`config.mk`:
```
export PLATFORM = sky130hd
export DESIGN_NAME = pid_controller_back_calc_core
export DESIGN_NICKNAME = d
export VERILOG_FILES = /design/src/rtl/pcbc_pkg.sv /design/src/rtl/pcbc_mul.sv /design/src/rtl/pcbc_div.sv /design/src/rtl/pid_controller_back_calc_core.sv
export VERILOG_INCLUDE_DIRS = /design/src /design/src/rtl
export SDC_FILE = /design/constraint.sdc
export NUM_CORES = 2
export LEC_CHECK = 0
export BUFFER_PORTS_ARGS = -buffer_cell sky130_fd_sc_hd__buf_2
export CAP_MARGIN = 25
export CORE_ASPECT_RATIO = 2
export CORE_UTILIZATION = 35
export CTS_CLUSTER_SIZE = 40
export DETAILED_ROUTE_END_ITERATION = 12
export GPL_ROUTABILITY_DRIVEN = 0
export SLEW_MARGIN = 10
export SYNTH_ARGS = -nofsm -noshare
export SYNTH_HDL_FRONTEND = slang
export SYNTH_SLANG_ARGS = --single-unit
```
`constraint.sdc`:
```
create_clock -name clk_i -period 9.8 [get_ports clk_i]
set_input_delay 1.96 -clock clk_i [delete_from_list [all_inputs] [get_ports clk_i]]
set_output_delay 1.96 -clock clk_i [all_outputs]
set_load 0.05 [all_outputs]
```
`src/rtl/pid_controller_back_calc_core_defines.svh`:
```
// ----------------------------------------------------------------------------
// PID core assertion macros
// Concurrent check wrappers; NO_ASSERTIONS compiles them out.
// ----------------------------------------------------------------------------
`ifndef PID_CONTROLLER_BACK_CALC_CORE_DEFINES_SVH
`define PID_CONTROLLER_BACK_CALC_CORE_DEFINES_SVH

`ifndef NO_ASSERTIONS
`define PCBC_ASSERT(lbl, clk, rstn, prop) \
  lbl: assert property (@(posedge clk) disable iff (!(rstn)) prop) \
    else $error("pcbc check failed");
`define PCBC_ASSERT_ALWAYS(lbl, clk, prop) \
  lbl: assert property (@(posedge clk) prop) else $error("pcbc check failed");
`else
`define PCBC_ASSERT(lbl, clk, rstn, prop)
`define PCBC_ASSERT_ALWAYS(lbl, clk, prop)
`endif

`endif

```
`src/rtl/pcbc_pkg.sv`:
```
// ----------------------------------------------------------------------------
// PID core package
// Shared types, register codes and fixed constants.
// ----------------------------------------------------------------------------
package pcbc_pkg;

  localparam int DT_FRAC = 16;
  localparam int ALPHA_FRAC = 16;
  localparam logic [16:0] ALPHA_ONE = 17'h10000;

  typedef enum logic [3:0] {
    REG_PROP_GAIN  = 4'd0,
    REG_INTEG_GAIN = 4'd1,
    REG_DERIV_GAIN = 4'd2,
    REG_ALPHA      = 4'd3,
    REG_INTEG_LOW  = 4'd4,
    REG_INTEG_HIGH = 4'd5,
    REG_DRIVE_LOW  = 4'd6,
    REG_DRIVE_HIGH = 4'd7
  } cfg_reg_e;

  typedef enum logic [3:0] {
    ST_IDLE,
    ST_PROP,
    ST_INTEG,
    ST_DERIV,
    ST_FILT,
    ST_DGAIN,
    ST_IGAIN,
    ST_SUM,
    ST_BACK,
    ST_OUT
  } pid_state_e;

  typedef struct packed {
    logic start;
    logic sel_dt;
  } unit_ctrl_t;

endpackage

```
`src/rtl/pcbc_mul.sv`:
```
// ----------------------------------------------------------------------------
// PID core serial multiplier
// Shift-add over one multiplier bit per cycle, then round and saturate.
// ----------------------------------------------------------------------------
module pcbc_mul #(
  parameter int DATA_WIDTH = 32,
  parameter int FRAC_BITS  = 16
) (
  input  logic                          clk_i,
  input  logic                          rst_ni,
  input  pcbc_pkg::unit_ctrl_t          ctrl_i,
  input  logic signed [DATA_WIDTH+1:0]  a_i,
  input  logic signed [DATA_WIDTH+1:0]  b_i,
  output logic                          done_o,
  output logic signed [DATA_WIDTH-1:0]  result_o
);

  localparam int W  = DATA_WIDTH;
  localparam int OW = DATA_WIDTH + 2;
  localparam int PW = 2 * OW + 2;
  localparam int CW = $clog2(OW + 1);
  localparam logic signed [PW-1:0] DMAXP = $signed({{(PW-W+1){1'b0}}, {(W-1){1'b1}}});
  localparam logic signed [PW-1:0] DMINP = ~DMAXP;

  logic [OW-1:0]    ua_q;
  logic [2*OW-1:0]  prod_q;
  logic             neg_q, sel_q;
  logic [CW-1:0]    cnt_q;
  logic             busy_q, fin_q, done_q;
  logic signed [W-1:0] res_q;

  logic [OW:0]            sum;
  logic signed [PW-1:0]   prod_ext, sval, half, rnd, shd;
  logic signed [W-1:0]    sat_res;

  assign sum = {1'b0, prod_q[2*OW-1:OW]} + (prod_q[0] ? {1'b0, ua_q} : {(OW+1){1'b0}});

  always_comb begin
    prod_ext = $signed({2'b00, prod_q});
    sval     = neg_q ? -prod_ext : prod_ext;
    half     = sel_q ? (PW'(1) <<< (pcbc_pkg::DT_FRAC - 1)) : (PW'(1) <<< (FRAC_BITS - 1));
    rnd      = sval + half;
    shd      = sel_q ? (rnd >>> pcbc_pkg::DT_FRAC) : (rnd >>> FRAC_BITS);
    if (shd > DMAXP) begin
      sat_res = DMAXP[W-1:0];
    end else if (shd < DMINP) begin
      sat_res = DMINP[W-1:0];
    end else begin
      sat_res = shd[W-1:0];
    end
  end

  always_ff @(posedge clk_i or negedge rst_ni) begin
    if (!rst_ni) begin
      busy_q <= 1'b0;
      fin_q  <= 1'b0;
      done_q <= 1'b0;
      cnt_q  <= '0;
    end else begin
      done_q <= 1'b0;
      if (ctrl_i.start) begin
        busy_q <= 1'b1;
        cnt_q  <= CW'(OW);
      end else if (busy_q) begin
        cnt_q <= cnt_q - 1'b1;
        if (cnt_q == CW'(1)) begin
          busy_q <= 1'b0;
          fin_q  <= 1'b1;
        end
      end else if (fin_q) begin
        fin_q  <= 1'b0;
        done_q <= 1'b1;
      end
    end
  end

  always_ff @(posedge clk_i) begin
    if (ctrl_i.start) begin
      ua_q   <= a_i[OW-1] ? unsigned'(-a_i) : unsigned'(a_i);
      prod_q <= {{OW{1'b0}}, (b_i[OW-1] ? unsigned'(-b_i) : unsigned'(b_i))};
      neg_q  <= a_i[OW-1] ^ b_i[OW-1];
      sel_q  <= ctrl_i.sel_dt;
    end else if (busy_q) begin
      prod_q <= {sum, prod_q[OW-1:1]};
    end
    if (fin_q) begin
      res_q <= sat_res;
    end
  end

  assign done_o   = done_q;
  assign result_o = res_q;

endmodule

```
`src/rtl/pcbc_div.sv`:
```
// ----------------------------------------------------------------------------
// PID core serial divider
// Restoring division, one quotient bit per cycle, truncate and saturate.
// ----------------------------------------------------------------------------
module pcbc_div #(
  parameter int DATA_WIDTH = 32,
  parameter int FRAC_BITS  = 16
) (
  input  logic                          clk_i,
  input  logic                          rst_ni,
  input  pcbc_pkg::unit_ctrl_t          ctrl_i,
  input  logic [DATA_WIDTH-1:0]         num_i,
  input  logic [DATA_WIDTH-1:0]         den_i,
  input  logic                          neg_i,
  output logic                          done_o,
  output logic signed [DATA_WIDTH-1:0]  result_o
);

  localparam int W   = DATA_WIDTH;
  localparam int SHM = (FRAC_BITS > pcbc_pkg::DT_FRAC) ? FRAC_BITS : pcbc_pkg::DT_FRAC;
  localparam int ND  = W + SHM;
  localparam int CW  = $clog2(ND + 1);
  localparam logic [ND-1:0] DMAXU = {{(SHM+1){1'b0}}, {(W-1){1'b1}}};
  localparam logic [ND-1:0] HALFU = {{SHM{1'b0}}, 1'b1, {(W-1){1'b0}}};

  logic [ND-1:0] dq_q;
  logic [W-1:0]  rem_q, den_q;
  logic          neg_q;
  logic [CW-1:0] cnt_q;
  logic          busy_q, fin_q, done_q;
  logic signed [W-1:0] res_q;

  logic [W:0]          trial, diff;
  logic                ge;
  logic signed [W-1:0] sat_res;

  always_comb begin
    trial = {rem_q, dq_q[ND-1]};
    diff  = trial - {1'b0, den_q};
    ge    = trial >= {1'b0, den_q};
    if (neg_q) begin
      sat_res = (dq_q > HALFU) ? $signed(HALFU[W-1:0]) : -$signed(dq_q[W-1:0]);
    end else begin
      sat_res = (dq_q > DMAXU) ? $signed(DMAXU[W-1:0]) : $signed(dq_q[W-1:0]);
    end
  end

  always_ff @(posedge clk_i or negedge rst_ni) begin
    if (!rst_ni) begin
      busy_q <= 1'b0;
      fin_q  <= 1'b0;
      done_q <= 1'b0;
      cnt_q  <= '0;
    end else begin
      done_q <= 1'b0;
      if (ctrl_i.start) begin
        busy_q <= 1'b1;
        cnt_q  <= CW'(ND);
      end else if (busy_q) begin
        cnt_q <= cnt_q - 1'b1;
        if (cnt_q == CW'(1)) begin
          busy_q <= 1'b0;
          fin_q  <= 1'b1;
        end
      end else if (fin_q) begin
        fin_q  <= 1'b0;
        done_q <= 1'b1;
      end
    end
  end

  always_ff @(posedge clk_i) begin
    if (ctrl_i.start) begin
      dq_q  <= ctrl_i.sel_dt ? (ND'(num_i) << pcbc_pkg::DT_FRAC) : (ND'(num_i) << FRAC_BITS);
      rem_q <= '0;
      den_q <= den_i;
      neg_q <= neg_i;
    end else if (busy_q) begin
      // shift the next dividend bit in, keep the quotient bit at the bottom
      rem_q <= ge ? diff[W-1:0] : trial[W-1:0];
      dq_q  <= {dq_q[ND-2:0], ge};
    end
    if (fin_q) begin
      res_q <= sat_res;
    end
  end

  assign done_o   = done_q;
  assign result_o = res_q;

endmodule

```
`src/rtl/pid_controller_back_calc_core.sv`:
```
// A request runs from acceptance to result through the serial multiplier and divider in turn;
// the back-calculation division runs only when the sum is clamped and the integral gain is
// nonzero. No request is taken while one is in progress; the next one is taken in the cycle
// after the result leaves. A zero interval or an invalid sample skips the computation.
// Output stalls hold the result and delay the next request.
// Reset clears the controller state and the output register and sets the configuration to its defaults.
// ----------------------------------------------------------------------------
// PID controller core with back-calculation anti-windup
// Sequencer around a shared serial multiplier and a shared serial divider.
// ----------------------------------------------------------------------------
`include "pid_controller_back_calc_core_defines.svh"

module pid_controller_back_calc_core #(
  parameter int DATA_WIDTH = 32,
  parameter int FRAC_BITS  = 16,
  localparam int CFG_WIDTH = (DATA_WIDTH > 17) ? DATA_WIDTH : 17
) (
  input  logic                          clk_i,
  input  logic                          rst_ni,
  input  logic                          cfg_valid_i,
  output logic                          cfg_ready_o,
  input  logic [3:0]                    cfg_index_i,
  input  logic [CFG_WIDTH-1:0]          cfg_data_i,
  input  logic                          in_valid_i,
  output logic                          in_stall_o,
  input  logic signed [DATA_WIDTH-1:0]  error_sample_i,
  input  logic [15:0]                   sample_interval_i,
  input  logic                          sample_invalid_i,
  output logic                          out_valid_o,
  input  logic                          out_stall_i,
  output logic signed [DATA_WIDTH-1:0]  drive_value_o
);

  localparam int W  = DATA_WIDTH;
  localparam int OW = DATA_WIDTH + 2;
  localparam logic signed [W+1:0] DMAX2 = $signed({3'b000, {(W-1){1'b1}}});
  localparam logic signed [W+1:0] DMIN2 = ~DMAX2;

  typedef logic signed [W-1:0] data_t;

  function automatic logic signed [W+1:0] sx2(input logic signed [W-1:0] x);
    return {{2{x[W-1]}}, x};
  endfunction

  function automatic logic signed [W-1:0] sat2(input logic signed [W+1:0] x);
    logic signed [W-1:0] r;
    if (x > DMAX2) begin
      r = DMAX2[W-1:0];
    end else if (x < DMIN2) begin
      r = DMIN2[W-1:0];
    end else begin
      r = x[W-1:0];
    end
    return r;
  endfunction

  function automatic logic signed [W+1:0] clamp2(input logic signed [W+1:0] x,
                                                 input logic signed [W-1:0] lo,
                                                 input logic signed [W-1:0] hi);
    logic signed [W+1:0] r;
    if (x < sx2(lo)) begin
      r = sx2(lo);
    end else if (x > sx2(hi)) begin
      r = sx2(hi);
    end else begin
      r = x;
    end
    return r;
  endfunction

  function automatic logic [W-1:0] mag(input logic signed [W-1:0] x);
    return x[W-1] ? unsigned'(-x) : unsigned'(x);
  endfunction

  // configuration
  data_t       kp_q, ki_q, kd_q, ilo_q, ihi_q, dlo_q, dhi_q;
  logic [16:0] alpha_q, alpha_c;

  // controller state and per-request working values
  data_t       integ_q, prev_q, filt_q, held_q, out_q;
  data_t       e_q, p_q, draw_q, dterm_q, iterm_q;
  logic [15:0] dt_q;

  pcbc_pkg::pid_state_e state_q, state_d;
  logic                 launch_q, launch_d;

  pcbc_pkg::unit_ctrl_t    mul_ctrl, div_ctrl;
  logic signed [OW-1:0]    mul_a, mul_b;
  logic                    mul_done, div_done;
  data_t                   mul_res, div_res;
  logic [W-1:0]            div_num, div_den;
  logic                    div_neg;

  data_t               diff_e, diff_f, usat, nback;
  logic signed [W+1:0] usum, uclamp, integ_new, integ_bc;
  logic                backcalc;

  assign cfg_ready_o = 1'b1;
  assign alpha_c     = (alpha_q > pcbc_pkg::ALPHA_ONE) ? pcbc_pkg::ALPHA_ONE : alpha_q;

  always_ff @(posedge clk_i or negedge rst_ni) begin
    if (!rst_ni) begin
      kp_q    <= '0;
      ki_q    <= '0;
      kd_q    <= '0;
      alpha_q <= pcbc_pkg::ALPHA_ONE;
      ilo_q   <= DMIN2[W-1:0];
      ihi_q   <= DMAX2[W-1:0];
      dlo_q   <= DMIN2[W-1:0];
      dhi_q   <= DMAX2[W-1:0];
    end else if (cfg_valid_i) begin
      case (pcbc_pkg::cfg_reg_e'(cfg_index_i))
        pcbc_pkg::REG_PROP_GAIN:  kp_q    <= cfg_data_i[W-1:0];
        pcbc_pkg::REG_INTEG_GAIN: ki_q    <= cfg_data_i[W-1:0];
        pcbc_pkg::REG_DERIV_GAIN: kd_q    <= cfg_data_i[W-1:0];
        pcbc_pkg::REG_ALPHA:      alpha_q <= cfg_data_i[16:0];
        pcbc_pkg::REG_INTEG_LOW:  ilo_q   <= cfg_data_i[W-1:0];
        pcbc_pkg::REG_INTEG_HIGH: ihi_q   <= cfg_data_i[W-1:0];
        pcbc_pkg::REG_DRIVE_LOW:  dlo_q   <= cfg_data_i[W-1:0];
        pcbc_pkg::REG_DRIVE_HIGH: dhi_q   <= cfg_data_i[W-1:0];
        default: ;
      endcase
    end
  end

  // combinational datapath around the units
  always_comb begin
    diff_e    = sat2(sx2(e_q) - sx2(prev_q));
    diff_f    = sat2(sx2(draw_q) - sx2(filt_q));
    usum      = sx2(p_q) + sx2(iterm_q) + sx2(dterm_q);
    uclamp    = clamp2(usum, dlo_q, dhi_q);
    usat      = uclamp[W-1:0];
    backcalc  = (ki_q != '0) && (uclamp != usum);
    nback     = sat2(sx2(out_q) - sx2(p_q) - sx2(dterm_q));
    integ_new = clamp2(sx2(sat2(sx2(integ_q) + sx2(mul_res))), ilo_q, ihi_q);
    integ_bc  = clamp2(sx2(div_res), ilo_q, ihi_q);
  end

  always_comb begin
    mul_ctrl.start  = 1'b0;
    mul_ctrl.sel_dt = 1'b0;
    mul_a           = '0;
    mul_b           = '0;
    div_ctrl.start  = 1'b0;
    div_ctrl.sel_dt = 1'b0;
    div_num         = mag(diff_e);
    div_den         = W'(dt_q);
    div_neg         = diff_e[W-1];
    case (state_q)
      pcbc_pkg::ST_PROP: begin
        mul_ctrl.start = launch_q;
        mul_a          = sx2(kp_q);
        mul_b          = sx2(e_q);
      end
      pcbc_pkg::ST_INTEG: begin
        mul_ctrl.start  = launch_q;
        mul_ctrl.sel_dt = 1'b1;
        mul_a           = sx2(e_q);
        mul_b           = $signed(OW'(dt_q));
      end
      pcbc_pkg::ST_DERIV: begin
        div_ctrl.start  = launch_q;
        div_ctrl.sel_dt = 1'b1;
      end
      pcbc_pkg::ST_FILT: begin
        mul_ctrl.start  = launch_q;
        mul_ctrl.sel_dt = 1'b1;
        mul_a           = $signed(OW'(alpha_c));
        mul_b           = sx2(diff_f);
      end
      pcbc_pkg::ST_DGAIN: begin
        mul_ctrl.start = launch_q;
        mul_a          = sx2(kd_q);
        mul_b          = sx2(filt_q);
      end
      pcbc_pkg::ST_IGAIN: begin
        mul_ctrl.start = launch_q;
        mul_a          = sx2(ki_q);
        mul_b          = sx2(integ_q);
      end
      pcbc_pkg::ST_BACK: begin
        div_ctrl.start = launch_q;
        div_num        = mag(nback);
        div_den        = mag(ki_q);
        div_neg        = nback[W-1] ^ ki_q[W-1];
      end
      default: ;
    endcase
  end

  pcbc_mul #(
    .DATA_WIDTH (DATA_WIDTH),
    .FRAC_BITS  (FRAC_BITS)
  ) u_mul (
    .clk_i    (clk_i),
    .rst_ni   (rst_ni),
    .ctrl_i   (mul_ctrl),
    .a_i      (mul_a),
    .b_i      (mul_b),
    .done_o   (mul_done),
    .result_o (mul_res)
  );

  pcbc_div #(
    .DATA_WIDTH (DATA_WIDTH),
    .FRAC_BITS  (FRAC_BITS)
  ) u_div (
    .clk_i    (clk_i),
    .rst_ni   (rst_ni),
    .ctrl_i   (div_ctrl),
    .num_i    (div_num),
    .den_i    (div_den),
    .neg_i    (div_neg),
    .done_o   (div_done),
    .result_o (div_res)
  );

  // sequencer
  always_ff @(posedge clk_i or negedge rst_ni) begin
    if (!rst_ni) begin
      state_q  <= pcbc_pkg::ST_IDLE;
      launch_q <= 1'b0;
    end else begin
      state_q  <= state_d;
      launch_q <= launch_d;
    end
  end

  always_comb begin
    state_d  = state_q;
    launch_d = 1'b0;
    case (state_q)
      pcbc_pkg::ST_IDLE: begin
        if (in_valid_i) begin
          if (sample_interval_i == 16'd0 || sample_invalid_i) begin
            state_d = pcbc_pkg::ST_OUT;
          end else begin
            state_d  = pcbc_pkg::ST_PROP;
            launch_d = 1'b1;
          end
        end
      end
      pcbc_pkg::ST_PROP: begin
        if (mul_done) begin
          state_d  = pcbc_pkg::ST_INTEG;
          launch_d = 1'b1;
        end
      end
      pcbc_pkg::ST_INTEG: begin
        if (mul_done) begin
          state_d  = pcbc_pkg::ST_DERIV;
          launch_d = 1'b1;
        end
      end
      pcbc_pkg::ST_DERIV: begin
        if (div_done) begin
          state_d  = pcbc_pkg::ST_FILT;
          launch_d = 1'b1;
        end
      end
      pcbc_pkg::ST_FILT: begin
        if (mul_done) begin
          state_d  = pcbc_pkg::ST_DGAIN;
          launch_d = 1'b1;
        end
      end
      pcbc_pkg::ST_DGAIN: begin
        if (mul_done) begin
          state_d  = pcbc_pkg::ST_IGAIN;
          launch_d = 1'b1;
        end
      end
      pcbc_pkg::ST_IGAIN: begin
        if (mul_done) begin
          state_d = pcbc_pkg::ST_SUM;
        end
      end
      pcbc_pkg::ST_SUM: begin
        if (backcalc) begin
          state_d  = pcbc_pkg::ST_BACK;
          launch_d = 1'b1;
        end else begin
          state_d = pcbc_pkg::ST_OUT;
        end
      end
      pcbc_pkg::ST_BACK: begin
        if (div_done) begin
          state_d = pcbc_pkg::ST_OUT;
        end
      end
      pcbc_pkg::ST_OUT: begin
        if (!out_stall_i) begin
          state_d = pcbc_pkg::ST_IDLE;
        end
      end
      default: state_d = pcbc_pkg::ST_IDLE;
    endcase
  end

  // controller state
  always_ff @(posedge clk_i or negedge rst_ni) begin
    if (!rst_ni) begin
      integ_q <= '0;
      prev_q  <= '0;
      filt_q  <= '0;
      held_q  <= '0;
      out_q   <= '0;
    end else begin
      case (state_q)
        pcbc_pkg::ST_IDLE: begin
          if (in_valid_i) begin
            if (sample_interval_i == 16'd0) begin
              out_q <= '0;
            end else if (sample_invalid_i) begin
              out_q <= held_q;
            end
          end
        end
        pcbc_pkg::ST_INTEG: begin
          if (mul_done) begin
            integ_q <= integ_new[W-1:0];
          end
        end
        pcbc_pkg::ST_DERIV: begin
          if (div_done) begin
            prev_q <= e_q;
          end
        end
        pcbc_pkg::ST_FILT: begin
          if (mul_done) begin
            filt_q <= sat2(sx2(filt_q) + sx2(mul_res));
          end
        end
        pcbc_pkg::ST_SUM: begin
          out_q  <= usat;
          held_q <= usat;
        end
        pcbc_pkg::ST_BACK: begin
          if (div_done) begin
            integ_q <= integ_bc[W-1:0];
          end
        end
        default: ;
      endcase
    end
  end

  // working values, no reset needed
  always_ff @(posedge clk_i) begin
    if (state_q == pcbc_pkg::ST_IDLE && in_valid_i) begin
      e_q  <= error_sample_i;
      dt_q <= sample_interval_i;
    end
    if (state_q == pcbc_pkg::ST_PROP && mul_done) begin
      p_q <= mul_res;
    end
    if (state_q == pcbc_pkg::ST_DERIV && div_done) begin
      draw_q <= div_res;
    end
    if (state_q == pcbc_pkg::ST_DGAIN && mul_done) begin
      dterm_q <= mul_res;
    end
    if (state_q == pcbc_pkg::ST_IGAIN && mul_done) begin
      iterm_q <= mul_res;
    end
  end

  assign in_stall_o    = (state_q != pcbc_pkg::ST_IDLE);
  assign out_valid_o   = (state_q == pcbc_pkg::ST_OUT);
  assign drive_value_o = out_q;

  `PCBC_ASSERT(a_no_accept_while_result, clk_i, rst_ni, out_valid_o |-> in_stall_o)
  `PCBC_ASSERT_ALWAYS(a_units_exclusive, clk_i, !(mul_done && div_done))
  `PCBC_ASSERT(a_zero_interval_gives_zero, clk_i, rst_ni,
    (in_valid_i && !in_stall_o && sample_interval_i == 16'd0) |=> (out_valid_o && drive_value_o == '0))

endmodule
```
==> reports/qor.csv <==
metric,value,unit
antenna_found_initial,38,
synth_ff_type,edfxtp_1,
cts_tree,yes,
largestRegisters,"u_mul.prod_q (68), u_div.dq_q (48), u_mul.ua_q (34)",
power.density,281,nW/µm²
status,"finished, final reports clean",
synthMuxAreaShare,5.03,%
area_delta_synth_final,10.4,%
die_area,188000,µm²
clock-root-buffer,clkbuf_16,
synth_area,65200,µm²
synth_top_family_by_area,compound AO/OA/AOI/OAI gates,
wl_met3,19.7,mm
yosysSeqAreaShare,36.1,%
post-route-period-util,93.3,%
slew_violations,0,
cts_hold_buf,0,
reg2reg_slack,650,ps
drt_first_pass_iters,9,
synth-seq-cells,880,
critPathTopFamily,compound AO/OA/AOI/OAI gates,
crit_buf_inv,1,
grt_pass1_wl,391,mm
routedWlPerCell,28.0,µm
nets,7857,
setup-tns-final,0,ps
p_leak,29.9,nW
core_area,185000,µm²
worstMarginPinSlew,1090,ps
instances_no_fill,9801,
final_cell_mix,"nand2_1, o21ai_0, nor2_1",
via_per_inst,6.03,
grt_max_degree,165,
top_register,u_mul.prod_q,
post_cts_buffers,0,
ctsResizeCount,0,
crit_arrival,9740,ps
yosysUniqueCellTypes,115,
crit_fanout,10,
htreeDepth,3,
postSynthAreaPerCell,9.02,µm²
grt_setup_unrepaired,false,
die_y,612,µm
synthCells,7223,
clk_pin_slew,70,ps
path_class,reg2reg,
largest_reg_flops,68,
clk_latency,740,ps
cp_slowest_cell,a2111oi_0,
hpwlAfterDp,211,mm
synth_xor_area_share,5.86,%
setup_viol_count_final,0,
final_hold_viol_count,0,
hold_start,held_q[6],
critical_path.max_stage_delay,670,ps
num_vias,59100,
rr_startpoint,p_q[9],
hold_path_depth,1,
hp-class,reg2reg,
layout_commonest_cell,nand2_1,
dr.max_layer_used,met5,
cp-start-kind,register,
critPathCaptureType,register,
final_layout_size_suffix_gt1_share,10.7,%
synth-compound-area-share,21.3,%
slew_headroom,27.6,%
antenna_left,0,
dr_wl_met2,134,mm
rr_endpoint,launch_q,
drt_iter0_drc,5559,
ys_warn_count,0,
maxCapViolations,0,
met1Wirelength,85.5,mm
dp.cells,9606,
portBuffers,123,
grt_pass1_vias,58000,
max_clock_freq,109,MHz
start_util,35.3,%
finalWirelength,274,mm
synth_fa_ha_area_share,11.3,%
fin_crit,9150,ps
grt_usage,28.6,%
skew,43.5,ps
vdd_drop_max,181,µV
grt_overflow,0,
drc,0,
synth_simple_gate_area_share,15.8,%
die_w,307,µm
finish.utilization,39.0,%
required,10390,ps
ys_async_sr_fraction,48.2,%
numCtsBuffers,87,
reg2regPathDepth,29,
cts.sinks,880,
io_pins,125,
clk_path_buf_depth,3,
synth_edf_count,374,
holdPathEnd,held_q[6],
fp-row-count,223,
## cell type report
class | count | area, µm²
clock inverter | 52 | 608
antenna | 21 | 52.6
multi-input combinational | 5570 | 38900
tap | 2475 | 3100
sequential | 880 | 23600
timing repair buffer | 259 | 1670
inverter | 432 | 1620
clock buffer | 112 | 2450
fill | 18500 | 113000
## cell usage after synthesis, types with 128 or more instances
cell type,n,area share [%]
a21o_1,199,2.3
a21oi_1,470,3.6
clkbuf_1,281,1.6
dfrtp_1,359,14
edfxtp_1,374,17
ha_1,466,8.9
inv_1,430,2.5
mux2_2,181,3.1
nand2_1,716,4.1
nand3_1,128,0.98
nor2_1,490,2.8
o21ai_0,572,4.4
xnor2_1,266,3.6
xor2_1,170,2.3
## routing by layer
layer,vias up,GRT usage (%)
li1,26500,-
met1,28500,27.2
met2,2965,49.7
met3,1161,5.64
met4,8,30.1
met5,-,0
## where the power goes
part           switching [mW]  internal (mW)  total (mW)
logic                    6.67           3.79        10.5
registers                1.26           4.78        6.03
clock network            1.68           2.01        3.70
total                    9.61           10.6        20.2
## through the flow
stage	worst slack, ps	hold WS, ps	total power, mW	cell area, µm²
2_1_floorplan	2250	438	12.6	65200
3_3_place_gp	799	450	15.9	68700
3_5_place_dp	679	466	16.1	68800
4_1_cts	631	480	19.9	71800
5_1_grt	128	495	21.2	71900
6_report	653	476	20.2	72000
## how the worst max path moves through the flow
stage / startpoint / depth (start not counted) / end
2_1_floorplan: p_q[9] / 29 / launch_q
3_3_place_gp: p_q[9] / 26 / launch_q
3_5_place_dp: p_q[9] / 26 / launch_q
4_1_cts: p_q[9] / 26 / launch_q
5_1_grt: p_q[9] / 29 / launch_q
6_report: p_q[9] / 29 / launch_q
## cells by family after synthesis
group                    Yosys count
adder cells (fa/ha/maj)          551
other                              2
multiplexers                     305
XOR/XNOR                         436
AND/OR/NAND/NOR                 2118
buffers and inverters            774
flip-flops                       880
AO/OA/AOI/OAI                   2157
Note: power is estimated with default switching activity, not from simulation.
